--- src/rtl/sem_pkg.sv ---
// types and constants of the sobel edge magnitude block
`timescale 1ns / 1ps

package sem_pkg;

  localparam int PIX_W     = 8;
  localparam int ROW_W     = 10;
  localparam int COL_OUT_W = 10;
  localparam int CFG_W     = 11;
  localparam int CFG_IDX_W = 2;

  localparam logic [CFG_W-1:0] MAX_HEIGHT = 11'd1024;
  localparam logic [CFG_W-1:0] MIN_SIZE   = 11'd3;
  localparam logic [CFG_W-1:0] SIZE_RESET = 11'd1024;

  // configuration register indexes
  localparam logic [CFG_IDX_W-1:0] CFG_FRAME_WIDTH  = 2'd0;
  localparam logic [CFG_IDX_W-1:0] CFG_FRAME_HEIGHT = 2'd1;

  // result queue, depth is a power of two so the pointers wrap on their own
  localparam int FIFO_DEPTH = 8;
  localparam int FIFO_AW    = 3;
  localparam int FIFO_CW    = 4;

  // gradient range: each weighted column or row sum is at most 4*255
  localparam int GRAD_W = 12;

  // one result word
  typedef struct packed {
    logic                 last;
    logic [PIX_W-1:0]     value;
    logic [COL_OUT_W-1:0] col;
    logic [ROW_W-1:0]     row;
  } res_t;

  // what travels with a pixel down the pipe
  typedef struct packed {
    logic [ROW_W-1:0]     row;
    logic [COL_OUT_W-1:0] col;
    logic                 row0;     // first row, word (0,c)
    logic                 mid;      // interior pass, word (r-1,c-1)
    logic                 eol;      // end of row, word (r-1,W-1)
    logic                 rlast;    // last row, word (H-1,c)
    logic                 col_ge2;  // window holds three real columns
  } meta_t;

  // up to three result words written to the queue in one cycle
  typedef struct packed {
    logic [1:0]      cnt;
    res_t [2:0]      ent;
  } push_t;

endpackage

--- src/rtl/sem_kernel.sv ---
// 3x3 window, sobel gradients and magnitude, result word assembly
`timescale 1ns / 1ps

module sem_kernel
  import sem_pkg::*;
(
  input  logic             clk,
  input  logic             rst_n,
  input  logic             in_valid,
  input  logic [PIX_W-1:0] top_px,
  input  logic [PIX_W-1:0] mid_px,
  input  logic [PIX_W-1:0] bot_px,
  input  meta_t            in_meta,
  output push_t            push
);

  // window index k*3+j, k=0 top row, j=2 newest column
  logic [PIX_W-1:0] win_r [9];
  logic             w_valid_r;
  meta_t            w_meta_r;

  logic                     g_valid_r;
  meta_t                    g_meta_r;
  logic signed [GRAD_W-1:0] gx_r, gy_r;
  logic signed [GRAD_W-1:0] gx_nxt, gy_nxt;

  logic [GRAD_W-1:0] abs_x, abs_y, mag_sum;
  logic [PIX_W-1:0]  mag;
  res_t              cand [4];
  logic [3:0]        vld;
  logic [3:0]        lst;

  always_ff @(posedge clk) begin
    if (!rst_n) begin
      for (int i = 0; i < 9; i++) begin
        win_r[i] <= '0;
      end
    end else if (in_valid) begin
      for (int k = 0; k < 3; k++) begin
        win_r[k*3]   <= win_r[k*3+1];
        win_r[k*3+1] <= win_r[k*3+2];
      end
      win_r[2] <= top_px;
      win_r[5] <= mid_px;
      win_r[8] <= bot_px;
    end
  end

  always_ff @(posedge clk) begin
    if (!rst_n) begin
      w_valid_r <= 1'b0;
      g_valid_r <= 1'b0;
    end else begin
      w_valid_r <= in_valid;
      g_valid_r <= w_valid_r;
    end
  end

  always_ff @(posedge clk) begin
    w_meta_r <= in_meta;
    g_meta_r <= w_meta_r;
    gx_r     <= gx_nxt;
    gy_r     <= gy_nxt;
  end

  always_comb begin
    gx_nxt = $signed(GRAD_W'(win_r[2]) + (GRAD_W'(win_r[5]) << 1) + GRAD_W'(win_r[8]))
           - $signed(GRAD_W'(win_r[0]) + (GRAD_W'(win_r[3]) << 1) + GRAD_W'(win_r[6]));
    gy_nxt = $signed(GRAD_W'(win_r[0]) + (GRAD_W'(win_r[1]) << 1) + GRAD_W'(win_r[2]))
           - $signed(GRAD_W'(win_r[6]) + (GRAD_W'(win_r[7]) << 1) + GRAD_W'(win_r[8]));
  end

  always_comb begin
    abs_x   = gx_r[GRAD_W-1] ? GRAD_W'(-gx_r) : GRAD_W'(gx_r);
    abs_y   = gy_r[GRAD_W-1] ? GRAD_W'(-gy_r) : GRAD_W'(gy_r);
    mag_sum = abs_x + abs_y;
    mag     = (mag_sum > GRAD_W'(255)) ? 8'd255 : mag_sum[PIX_W-1:0];
  end

  // candidates in output order: first row, interior, end of row, last row
  always_comb begin
    logic [1:0] idx;
    idx = 2'd0;

    vld[0] = g_valid_r & g_meta_r.row0;
    vld[1] = g_valid_r & g_meta_r.mid;
    vld[2] = g_valid_r & g_meta_r.eol;
    vld[3] = g_valid_r & g_meta_r.rlast;

    lst[3] = vld[3];
    lst[2] = vld[2] & ~vld[3];
    lst[1] = vld[1] & ~vld[2] & ~vld[3];
    lst[0] = vld[0] & ~vld[1] & ~vld[2] & ~vld[3];

    cand[0] = '{last: lst[0], value: '0, col: g_meta_r.col, row: '0};
    cand[1] = '{last: lst[1], value: (g_meta_r.col_ge2 ? mag : '0),
                col: g_meta_r.col - 1'b1, row: g_meta_r.row - 1'b1};
    cand[2] = '{last: lst[2], value: '0, col: g_meta_r.col, row: g_meta_r.row - 1'b1};
    cand[3] = '{last: lst[3], value: '0, col: g_meta_r.col, row: g_meta_r.row};

    push.ent = '0;
    for (int k = 0; k < 4; k++) begin
      if (vld[k] && idx != 2'd3) begin
        push.ent[idx] = cand[k];
        idx = idx + 2'd1;
      end
    end
    push.cnt = idx;
  end

endmodule

--- config.mk ---
export PLATFORM = sky130hd
export DESIGN_NAME = sem_kernel
export DESIGN_NICKNAME = d
export VERILOG_FILES = /design/src/rtl/sem_pkg.sv /design/src/rtl/sem_kernel.sv
export SDC_FILE = /design/constraint.sdc
export NUM_CORES = 1
export LEC_CHECK = 0
export ABC_AREA = 0
export ABC_CLOCK_PERIOD_IN_PS = 3100
export BUFFER_PORTS_ARGS = -buffer_cell sky130_fd_sc_hd__buf_2
export CAP_MARGIN = 10
export CORE_MARGIN = 5
export CORE_UTILIZATION = 52
export DETAILED_ROUTE_END_ITERATION = 10
export GPL_TIMING_DRIVEN = 0
export PLACE_DENSITY = 0.77
export SLEW_MARGIN = 20
export SYNTH_ARGS = -nofsm -noshare
export SYNTH_HDL_FRONTEND = slang
export SYNTH_SLANG_ARGS = --single-unit
export TNS_END_PERCENT = 100
--- constraint.sdc ---
create_clock -name clk -period 3.1 [get_ports clk]
set_input_delay 0 -clock clk [delete_from_list [all_inputs] [get_ports clk]]
set_output_delay 0 -clock clk [all_outputs]
set_load 0.01 [all_outputs]
* Yosys cells after proc, flatten, opt, wreduce, memory -nomap -nowiden
Memory sizes are Yosys's and may differ from the RTL's. Cells that the tools add are included.
Word-level totals: memories kept 1, bits of input ports 52, bits in registers 76, logic and storage cells 109, memory bits (writable) 72
Memories:
- win_r | depth 9, width 8, read ports 9, clocked after memory_dff 0, wr ports 9, RTL line sem_kernel.sv:18 | logic [PIX_W-1:0] win_r [9];
Operators by class: reduce and logical (&&, ||, !) cells 6, bitwise operators 22, muxes and demuxes 34, $add $sub $neg 18, eq/ne operators 3, $lt $le $gt $ge 7
Operator list (number):
- 87-bit bitwise mux | 3
- 87-bit 2-to-1 mux | 3
- 29-bit demux with 2-bit select | 3
- 29-bit 2-to-1 mux | 4
- 8-bit 2-to-1 mux | 11
- 10-bit by 8-bit adder with 11-bit output | 4
- 8-bit by 9-bit adder with 10-bit output | 4
- 12-bit 2-to-1 mux | 2
- 12-bit negation | 2
- 11-bit by 11-bit subtractor with 12-bit output | 2
- 10-bit by 1-bit subtractor with 10-bit output (second input constant) | 2
- 12-bit adder | 1
- 12-bit by 8-bit greater-than comparator with 1-bit output (second input constant) | 1
- 1-bit bitwise AND | 10
- 2-bit by 3-bit < comparator with 1-bit output (second input constant) | 3
- 1-bit OR | 9
- 2-bit by 1-bit adder with 2-bit output (second input constant) | 3
- 2-bit by 1-bit greater-or-equal comparator with 1-bit output (second input constant) | 3
- 1-bit logical AND | 6
- 2-bit 2-to-1 mux | 3
- 2-bit != test (second input constant) | 3
- 1-bit 2-to-1 mux | 5
- 1-bit NOT | 3

* Depth between registers and ports, before layout
Gate-level depths: netlist of run 1.
depth after elaboration 14, mapped depth 15, gate-level depth less buffers 15

* Worst setup path before layout of run 1
OpenSTA, ideal clock, no wires.
path type register -> register, from memory win_r[2][2] (netlist: win_r[0][18]), to register gx_r[8], slack -0.335 ns, required time 2.980 ns, arrival time 3.315 ns, cell stages (with the launch flop) 13, buffers on the path 0, clock period less this slack 3.435 ns, cells stage by stage edfxtp_1 -> fa_1 -> inv_1 -> fa_1 -> fa_1 -> inv_1 -> ha_1 -> a21o_1 -> a21oi_1 -> nand2b_1 -> a21boi_0 -> o41a_1 -> xor2_1
RTL lines:
- start: declaration | RTL line sem_kernel.sv:18
- end signal: assignment | RTL line sem_kernel.sv:62 | gx_r <= gx_nxt;
- end: declaration | RTL line sem_kernel.sv:24 | logic signed [GRAD_W-1:0] gx_r, gy_r;

==> summary.md, run 1 <==
| Metric | Value |
|---|---|
| Layout Nets | `approximately 1300` |
| Largest net degree at the start of global routing | `57` |
| Clk sink count | `around 150` |
| Max Clk Rate | `roughly 250 MHz` |
| Die area | `roughly 20000 µm²` |
| Skew-Pair Late Insertion Delay | `0.43 ns` |
| Failing checks | `setup timing` |
| Final period utilization | `128%` |
| Global-route wire length before repair | `36000 µm` |
| Synthesized flop and latch total | `about 150` |
| HP Start | `in_valid` |
| WL final | `23400 µm` |
| Setup crit start | `gx_r[1]` |
| # setup viols final | `32` |
| Final hold violation count | `0` |
| Crit Path Class | `reg -> out` |
| Share of post-route cells with drive strength above 1 | `between 20 and 30%` |
| FFs w/ async S/R, synth | `0%` |
| Max cap viols | `0` |
| CTS max path bufs | `2` |
| Gp weighted congestion | `between 0.8 and 0.9` |
| Slew at the pin closest to its max-slew limit | `~0.80 ns` |
| Syn avg cell area | `between 10 and 15 µm²` |
| Total track usage | `~22%` |
| Leak pwr | `roughly 5.5 nW` |
| Clock skew | `0.00974 ns` |
| Synth warnings | `0` |
| Wire per inst | `about 17 µm` |
| PnR worst setup slack | `-0.875 ns` |
| Final HPWL DP | `~16000 µm` |
| DRC Markers | `0` |
| Initial Utilization | `52.6%` |
| Die width | `between 100 and 150 µm` |
| Final ANT Viol Nets | `0` |
| Ports | `~140` |
| Critical Path RT | `3.10 ns` |
| Tmin final | `just under 4 ns` |
| Post-layout power | `12.1 mW` |
| Worst EP arrival | `~4.0 ns` |
| Status | `finished with violations` |
| Max Slew Vio Count | `0` |
| HP Class | `in -> reg` |
| Cts bufs inserted | `17` |
| Worst r2r src | `win_r[0][16]` |
| Worst-path clk slew | `roughly 0.07 ns` |
| Area Growth Syn to Fin | `33.1%` |
| Via count | `7330` |
| Post-synth design cell area | `9000 µm²` |
| Row count | `48` |
| Synth cell types | `63` |
| DIE HEIGHT | `142 µm` |
| Slew margin rel. | `between 40 and 50%` |
| Core Area | `roughly 17000 µm²` |
| Ys flop type | `dfxtp_1` |
| Final TNS setup | `-19.26 ns` |
| Antenna violations before repair | `0` |
| Root Buffer | `clkbuf_16` |
| # H-tree levels | `4` |
| EDFF count, synth | `72` |
| Post-synthesis sequential area ratio | `about two fifths` |
| Peak VDD IR | `~1.2 mV` |
| Cells after Synth | `880` |
| Worst setup EP type | `output pin` |
| TritonCTS clock tree | `done` |
| RSZ-0062 raised after global routing | `yes` |
| Grt total ovfl | `0` |
| Via/cell ratio | `about 5.4` |
| Port bufs | `130` |
| Worst setup SP type | `flip-flop` |
| Vias in the first global route | `about 7300` |
| Worst Path Max Fanout | `6` |
| Drt pass-1 iters | `5` |
| Pre-CTS setup slack | `-0.655 ns` |
| Cell Pwr Density | `between 1000 and 1500 nW/µm²` |
| Initial DRC Count | `roughly 500` |
| Inserted Diodes | `0` |
[registers in the layout, indices dropped and copies added (netlist names)]
signal,flops
cand,20
w_valid_r,1
gx_r,12
gy_r,12
w_meta_r,25
win_r,72
g_meta_r,5
g_valid_r,1
[cells by family (layout without fill, tap and decap cells)]
family                     after synthesis  after routing  synth area share, %
xor gates and xnor gates                39             39                 3.79
and+or+nand+nor                        259            259                 15.4
AOI/OAI and AO/OA                      183            183                 12.5
other                                    1              8               0.0417
buffers and inverters                  135            381                 6.17
adders and majority gates              112            112                 20.8
DFF                                    148            148                 40.9
muxes                                    3              3                0.334
[cell usage in the layout (no fill, tap or decap), types with 7 or more instances in the layout]
| cell | n |
|---|---|
| inv_2 | 8 |
| and2_1 | 13 |
| o21ai_2 | 8 |
| a21oi_2 | 7 |
| nand2_1 | 56 |
| inv_1 | 83 |
| a21oi_4 | 11 |
| a21oi_1 | 13 |
| or3_1 | 11 |
| o21ai_0 | 72 |
| nor2_1 | 28 |
| nand2b_1 | 8 |
| edfxtp_1 | 72 |
| nand3_1 | 9 |
| dfxtp_1 | 71 |
| o31ai_1 | 19 |
| buf_2 | 125 |
| xnor2_1 | 29 |
| nor3_1 | 11 |
| ha_1 | 40 |
| conb_1 | 8 |
| xor2_1 | 7 |
| clkbuf_1 | 23 |
| and3_1 | 73 |
| buf_4 | 36 |
| a21o_1 | 9 |
| clkbuf_16 | 18 |
| fa_1 | 59 |
| buf_6 | 14 |
| dlygate4sd3_1 | 49 |
[where the power goes]
part / switching [mW] / internal [mW] / leakage (nW)
sequential: 0.271 / 2.37 / 1.43
combinational: 4.03 / 3.52 / 3.86
clock: 0.881 / 1.04 / 0.253
[path summary, 6_finish.rpt]
path                   to  slack, ns  cells after the start
max              push[20]      -0.88                     14
min          win_r[0][51]       0.13                      2
max reg2reg       gx_r[9]      -0.57                     15
min reg2reg      cand[14]       0.33                      0
[timing repair]
item                                    CTS  global route
pin swaps                                27            24
gates resized for setup                  66            65
endpoints found under the setup margin   95            80
buffers inserted                         26            17
gates cloned                              1             1
hold buffers                             49             0
endpoints found under the hold margin    49             0
[critical path: stages, from the launching register on]
cell and delay [ns]:
dfxtp_2 0.33, or4_4 0.53, or4_4 0.45, nand2_4 0.10
xnor2_4 0.13, ha_4 0.24, a2111o_1 0.36, a221o_1 0.30
o211ai_1 0.10, nand4_1 0.12, nor4bb_2 0.30, buf_4 0.21
buf_6 0.13, a21oi_1 0.06, buf_2 0.17
[area by class of cell]
class	count	area, µm²
repair buffers	217	1550
plain buffers	40	224
multi-input cells	604	5340
flip-flops and latches	148	3690
clock buffers	17	425
fillers	1158	5130
inverters	92	348
well taps	225	282
clock inverters	15	123
[metrics by stage]
step	std cells	area [µm²]	utilization (%)	hold slack, ns
final	1358	12000	70.0	0.131
after global routing	1358	12000	70.0	0.164
after CTS	1344	11600	67.8	0.121
after detailed placement	1243	10200	59.4	0.104
after global placement	1242	10100	59.2	0.103
after floorplan	887	9200	-	0.0277
[synthesized netlist by cell type (4+ instances only)]
cell	instances	share of area (%)
ha_1	49	6.8
a21boi_0	5	0.42
buf_4	10	0.83
a21oi_1	31	1.7
and3_1	74	5.1
nor2_1	33	1.4
o31ai_1	22	1.8
a21o_1	9	0.75
nor3_1	13	0.72
nand3b_1	4	0.33
or3_1	13	0.90
xnor2_1	31	3.0
nand3_1	10	0.56
xor2_1	8	0.78
dfxtp_1	76	17
o211ai_1	4	0.33
nor2b_1	5	0.35
nand2_1	63	2.6
edfxtp_1	72	24
clkbuf_1	30	1.3
fa_1	63	14
inv_1	92	3.8
nand2b_1	11	0.76
o21ai_0	82	4.6
and2_1	13	0.90
[layer usage]
layer	wire length, µm	global-route usage [%]	up-vias
li1	-	-	3525
met1	9730	28.5	3488
met2	11800	38.7	271
met3	1390	4.95	46
met4	476	6.72	0
met5	0	0	-
(Power assumes the default switching activity.)
==> run 2, diff against run 1 <==
--- a/config.mk
+++ b/config.mk
@@ -10,10 +10,9 @@
 export BUFFER_PORTS_ARGS = -buffer_cell sky130_fd_sc_hd__buf_2
 export CAP_MARGIN = 10
 export CORE_MARGIN = 5
-export CORE_UTILIZATION = 52
+export CORE_UTILIZATION = 38
 export DETAILED_ROUTE_END_ITERATION = 10
 export GPL_TIMING_DRIVEN = 0
-export PLACE_DENSITY = 0.77
 export SLEW_MARGIN = 20
 export SYNTH_ARGS = -nofsm -noshare
 export SYNTH_HDL_FRONTEND = slang
==> run 2 against run 1 <==
Compared with the run above:
- the run still ends with setup timing left
- routed wire length shrank 5.8%
- die area is 34% higher
- clock power up 6%
- first-iteration DRC count is 18% lower
==> summary.md, run 2 (same netlist as run 1, synthesis figures left out) <==
| Metric | Value |
|---|---|
| Status | `finished with violations` |
| Failing checks | `setup timing` |
| Worst EP arrival | `4.00 ns` |
| Final ANT Viol Nets | `0` |
| # setup viols final | `30` |
| Via count | `6981` |
| Port bufs | `130` |
| WL final | `22000 µm` |
| Slew at the pin closest to its max-slew limit | `between 0.7 and 0.8 ns` |
| Core Area | `about 23000 µm²` |
| Max cap viols | `0` |
| Inserted Diodes | `0` |
| Row count | `56` |
| Worst-path clk slew | `0.06 ns` |
| Critical Path RT | `between 3 and 4 ns` |
| DIE HEIGHT | `about 160 µm` |
| Drt pass-1 iters | `5` |
| Largest net degree at the start of global routing | `59` |
| Biggest register | `win_r` |
| Cell Pwr Density | `between 900 and 1000 nW/µm²` |
| Total track usage | `between 10% and 20%` |
| Vias in the first global route | `7094` |
| RSZ-0062 raised after global routing | `yes` |
| Worst Path Max Fanout | `6` |
| Max Slew Vio Count | `0` |
| Storage element area | `3700 µm²` |
| Skew-Pair Late Insertion Delay | `0.43 ns` |
| Pre-CTS setup slack | `-0.698 ns` |
| Cts bufs inserted | `17` |
| Area Growth Syn to Fin | `33.4%` |
| Die area | `around 27000 µm²` |
| Final hold violation count | `0` |
| Crit Path Class | `reg -> out` |
| PnR worst setup slack | `-0.902 ns` |
| Initial DRC Count | `about 400` |
| Max reg flops | `slightly above 70` |
| Via/cell ratio | `between 4 and 5` |
| Die width | `between 150 and 200 µm` |
| Most frequent cells in the layout | `buf_2, inv_1, o21ai_0` |
| Peak VDD IR | `approximately 0.95 mV` |
| Initial Utilization | `38.5%` |
| Area of the multi-input gates | `5270 µm²` |
| Filler-free cell count of the finished design | `roughly 1400` |
| CTS max path bufs | `2` |
| DRC Markers | `0` |
| HP Class | `in -> reg` |
| Final period utilization | `129%` |
| Dpl cells | `around 1300` |
| Root Buffer | `clkbuf_16` |
| Clk sink count | `148` |
| Gp weighted congestion | `slightly below 0.9` |
| Clock skew | `approximately 0.016 ns` |
| Max Clk Rate | `250 MHz` |
| Worst setup EP type | `output pin` |
| Wire per inst | `15.3 µm` |
| Global-route wire length before repair | `~36000 µm` |
| Layout Nets | `~1300` |
| Leak pwr | `between 5 and 6 nW` |
| Slew margin rel. | `about half` |
| Most common cell after layout, fill and taps aside | `buf_2` |
| Worst setup SP type | `flip-flop` |
| Final HPWL DP | `approximately 16000 µm` |
| Ports | `around 140` |
| Grt total ovfl | `0` |
| Register-to-register setup slack | `-0.46 ns` |
| Antenna violations before repair | `0` |
| # H-tree levels | `4` |
| TritonCTS clock tree | `done` |
| Tmin final | `between 4 and 5 ns` |
| Fillers | `around 2100` |
| Share of post-route cells with drive strength above 1 | `a little over a quarter` |
[run 2: critical path, cell delays in order (launching register included)]
cell and delay [ns]:
dfxtp_2 0.32, or4_4 0.55, or4_4 0.45, nand2_4 0.08
xnor2_2 0.13, ha_4 0.24, a2111o_1 0.41, a221o_1 0.28
o211ai_1 0.11, nand4_1 0.15, nor4bb_2 0.30, buf_4 0.21
buf_6 0.12, a21oi_1 0.06, buf_2 0.17
[run 2: report_power, final]
| group | total [mW] | leakage [nW] | internal, mW | switching [mW] |
|---|---|---|---|---|
| logic | 7.22 | 3.81 | 3.38 | 3.84 |
| registers | 2.63 | 1.43 | 2.37 | 0.262 |
| clock network | 2.03 | 0.293 | 1.15 | 0.879 |
[run 2: final cells by class]
cell class                 count  share of cell area (%)
buffer                        40                    1.86
tap                          319                    3.32
multi-input combinational    604                    43.8
inverter                      92                    2.92
clock inverter                14                    1.20
timing repair buffer         209                    12.4
sequential                   148                    30.8
clock buffer                  18                    3.66
[run 2: worst paths after layout]
path,from,end,depth (start not counted)
min reg2reg,w_meta_r[9],cand[14],0
min,in_valid,win_r[0][50],2
max,gx_r[0],push[20],14
max reg2reg,win_r[0][18],gx_r[10],12
[run 2: repair_timing]
item                                    4_1_cts  5_1_grt
setup buffers                                17       10
pin swaps                                    27       28
gates cloned                                  1        1
resized for setup                            64       47
endpoints found under the setup margin       94       71
endpoints found under the hold margin        49        0
hold buffers                                 49        0
[run 2: metrics by stage]
step                hold slack [ns]  total power [mW]  utilization [%]  TNS, ns  instance area, µm²
floorplan                    0.0277              7.60                -    -2.47                9200
global placement              0.103              8.61             43.8   -44.11               10200
detailed placement            0.104              8.70             43.9   -34.12               10300
CTS                           0.122              11.5             50.1   -18.48               11700
global route                  0.165              12.9             51.3   -22.88               12000
finish                        0.137              11.9             51.3   -18.08               12000
[run 2: layer usage]
metal	track usage, %	up-vias	routed length (µm)
met3	3.31	20	905
met2	28.1	144	10700
met1	22.2	3316	10200
met5	0	-	0
li1	-	3501	-
met4	4.16	0	246
